===== config.mk =====
export PLATFORM = sky130hd
export DESIGN_NAME = ssbst_ram
export DESIGN_NICKNAME = d
export VERILOG_FILES = /design/src/rtl/ssbst_ram.sv
export SDC_FILE = /design/constraint.sdc
export NUM_CORES = 1
export LEC_CHECK = 0
export BUFFER_PORTS_ARGS = -buffer_cell sky130_fd_sc_hd__buf_4
export CAP_MARGIN = 20
export CORE_ASPECT_RATIO = 0.75
export CORE_UTILIZATION = 62
export CTS_CLUSTER_SIZE = 16
export DETAILED_ROUTE_END_ITERATION = 8
export PLACE_DENSITY = 0.84
export RECOVER_POWER = 100
export SETUP_SLACK_MARGIN = 0.2
export SLEW_MARGIN = 10
export SYNTH_ARGS = -nofsm -noshare
export SYNTH_HDL_FRONTEND = slang
export SYNTH_SLANG_ARGS = --single-unit
export TNS_END_PERCENT = 1

===== constraint.sdc =====
create_clock -name clk -period 5.6 [get_ports clk]
set_clock_uncertainty 0.15 [all_clocks]
set_input_delay 1.12 -clock clk [delete_from_list [all_inputs] [get_ports clk]]
set_output_delay 1.12 -clock clk [all_outputs]
set_load 0.05 [all_outputs]

===== src/rtl/ssbst_ram.sv =====
//------------------------------------------------------------------------------
// ssbst_ram
// Generic single-port synchronous RAM with registered read.
//------------------------------------------------------------------------------
`default_nettype none
module ssbst_ram #(
	parameter int Width = 8,
	parameter int Depth = 16
) (
	input  wire logic                     clk,
	input  wire logic                     we,
	input  wire logic [$clog2(Depth)-1:0] addr,
	input  wire logic [Width-1:0]         wdata,
	output logic      [Width-1:0]         rdata
);
	logic [Width-1:0] mem [Depth];

	// write or read one entry per cycle
	always_ff @(posedge clk) begin
		if (we) begin
			mem[addr] <= wdata;
		end
		rdata <= mem[addr];
	end
endmodule
`default_nettype wire


==> impl_metrics.py <==
metrics = {
    "synthesis": {
        "seq_area_frac_synth": 0.790,
        "avgSynthCellArea_um2": 22.0,
        "synth_area_um2": 5070,
        "synth_warnings": 0,
        "netlist_instances": 230,
        "syn-num-nets": 244,
        "ys_seq_elements": 136,
        "synth.distinct_cells": 18,
    },
    "timing": {
        "min_period_ns": 2.59,
        "final_max_slew_viol_count": 0,
        "timing.fmax_ghz": 0.386,
        "setup_violations": 0,
        "hold_viol": 0,
        "layout_worst_path_cycle_share": 0.463,
        "worst_pin_slew_ns": 0.886,
        "finalSetupTns_ns": 0,
        "relSlewSlack": 0.409,
        "rsz0062_at_grt": "no",
    },
    "placement": {
        "routabilityCongestion": 0.752,
        "portBuffers": 21,
        "dp_hpwl_mm": 5.66,
    },
    "cts": {
        "post-cts-setup-buffers": 0,
        "cts-root-buf": "clkbuf_8",
        "clock_latency_ns": 0.52,
        "cts_tree": "yes",
        "clkTransAtPathRegs_ns": 0.06,
        "clock_path_buffers": 2,
        "cts_resized": 0,
        "cts.sinks": 136,
        "numCtsBuffers": 17,
        "hold_buffers": 0,
        "htree_levels": 4,
    },
    "floorplanning": {
        "start_util": 0.640,
        "die-area_um2": 8540,
        "num_io_pins": 22,
        "die_y_um": 80.3,
        "core_area_um2": 7920,
        "std_cell_rows": 28,
        "die_width_um": 106,
    },
    "routing": {
        "drc": 0,
        "vias": 2325,
        "drt_iter0_markers": 269,
        "ant_nets": 0,
        "wire_per_inst_um": 25.3,
        "dr.pass1.iters": 5,
        "vias_per_cell": 6.12,
        "drt_wl_total_mm": 9.61,
    },
    "global_routing": {
        "antenna_found_initial": 0,
        "grt_max_degree": 40,
        "first_global_vias": 2386,
        "grt-ovfl-total": 0,
        "grt_pass1_wl_mm": 14.3,
        "grt.total_usage": 0.255,
    },
    "worst_setup_path": {
        "crit_type": "in -> reg",
        "crit_fanout": 39,
        "cp-end-kind": "register",
        "crit_arrival_ns": 2.59,
        "start_kind": "primary input",
        "required_ns": 5.60,
    },
    "hold_path": {
        "hp-class": "reg -> reg",
    },
    "finish": {
        "fill_cells": 487,
        "final_layout_size_suffix_gt1_frac": 0.236,
        "layout_common_cells": "edfxtp_1 (128), mux4_2 (32), clkbuf_1 (22), a22oi_1 (16), clkbuf_16 (16)",
        "final_common_cell": "edfxtp_1",
        "multi_input_area_um2": 1000,
        "seqCellArea_um2": 4000,
        "syn_to_final_growth_pct": 14.4,
        "antennaDiodeCount": 0,
        "fin_nets": 277,
    },
    "power": {
        "p_per_area_nw_per_um2": 396,
        "p_leak_uw": 0.00183,
        "power_uw": 2300,
        "peakVddDrop_mv": 0.358,
    },
    "job": {
        "maxCapViolCount": 0,
    },
    "outcome": {
        "status": "completed",
    },
}
==> power breakdown <==
group,internal [µW],switching [µW],leakage [µW],total [µW]
logic,38.5,85.2,0.000352,124
clock network,626,401,0.000258,1030
registers,1140,6.40,0.00122,1150
==> per-layer routing <==
metal  GRT usage  part of all wire
met2       0.378              0.47
met4      0.0917            0.0075
met5           0                 0
met1       0.373              0.43
met3      0.0674             0.094
==> cell usage after synthesis <==
master,number,area share
nor2b_1,2,0.0025
buf_6,2,0.0044
nand3b_1,2,0.0030
dfxtp_1,8,0.032
edfxtp_1,128,0.76
nor3_1,4,0.0040
a22oi_1,16,0.024
clkbuf_2,1,0.00099
nand3_1,1,0.00099
buf_1,4,0.0030
clkbuf_1,2,0.0015
mux4_2,32,0.14
or3b_2,1,0.0017
and2_1,1,0.0012
nand2b_1,2,0.0025
nor2_1,13,0.0096
buf_2,2,0.0020
nand2_1,9,0.0067
==> logic make-up after synthesis <==
group           count (synthesis)  synth area share
compound gates                 16            0.0237
buf+inv                        11            0.0119
flops                         136             0.790
mux                            32             0.142
simple gates                   35            0.0321
==> worst paths after layout <==
path                              from  slack (ns)  cells after the start              endpoint
setup / recovery               addr[0]        3.01                      3  mem[11][1]$_DFFE_PP_
hold / removal     mem[2][5]$_DFFE_PP_        0.55                      3      rdata[5]$_DFF_P_
setup reg to reg  mem[11][3]$_DFFE_PP_        4.06                      3      rdata[3]$_DFF_P_
hold reg to reg    mem[2][5]$_DFFE_PP_        0.55                      3      rdata[5]$_DFF_P_
==> final cells by class <==
class	instances	area share
Sequential cell	136	0.691
Multi-Input combinational cell	83	0.173
Clock buffer	18	0.0721
Tap cell	105	0.0227
Clock inverter	13	0.0225
Timing Repair Buffer	25	0.0188
==> stage by stage <==
stage          utilization  std cells  hold slack, ns  setup WS [ns]  area, µm²
5_1_grt              0.732        380           0.572           2.84       5800
2_1_floorplan            -        230           0.485           2.84       5070
4_1_cts              0.741        379           0.551           2.92       5870
3_3_place_gp         0.670        346           0.523           2.41       5300
3_5_place_dp         0.672        348           0.531           2.34       5320
6_report             0.732        380           0.546           3.01       5800
==> state kept, by name, indices dropped and copies added, names as in the netlist <==
| register | cells |
|---|---|
| rdata | 8 |
| mem | 128 |
==> critical path, stage by stage <==
cell and delay, ns:
buf_4 0.54, nand2_1 0.25, nor2_1 0.65
No activity file was read; power rests on OpenSTA's default activity.
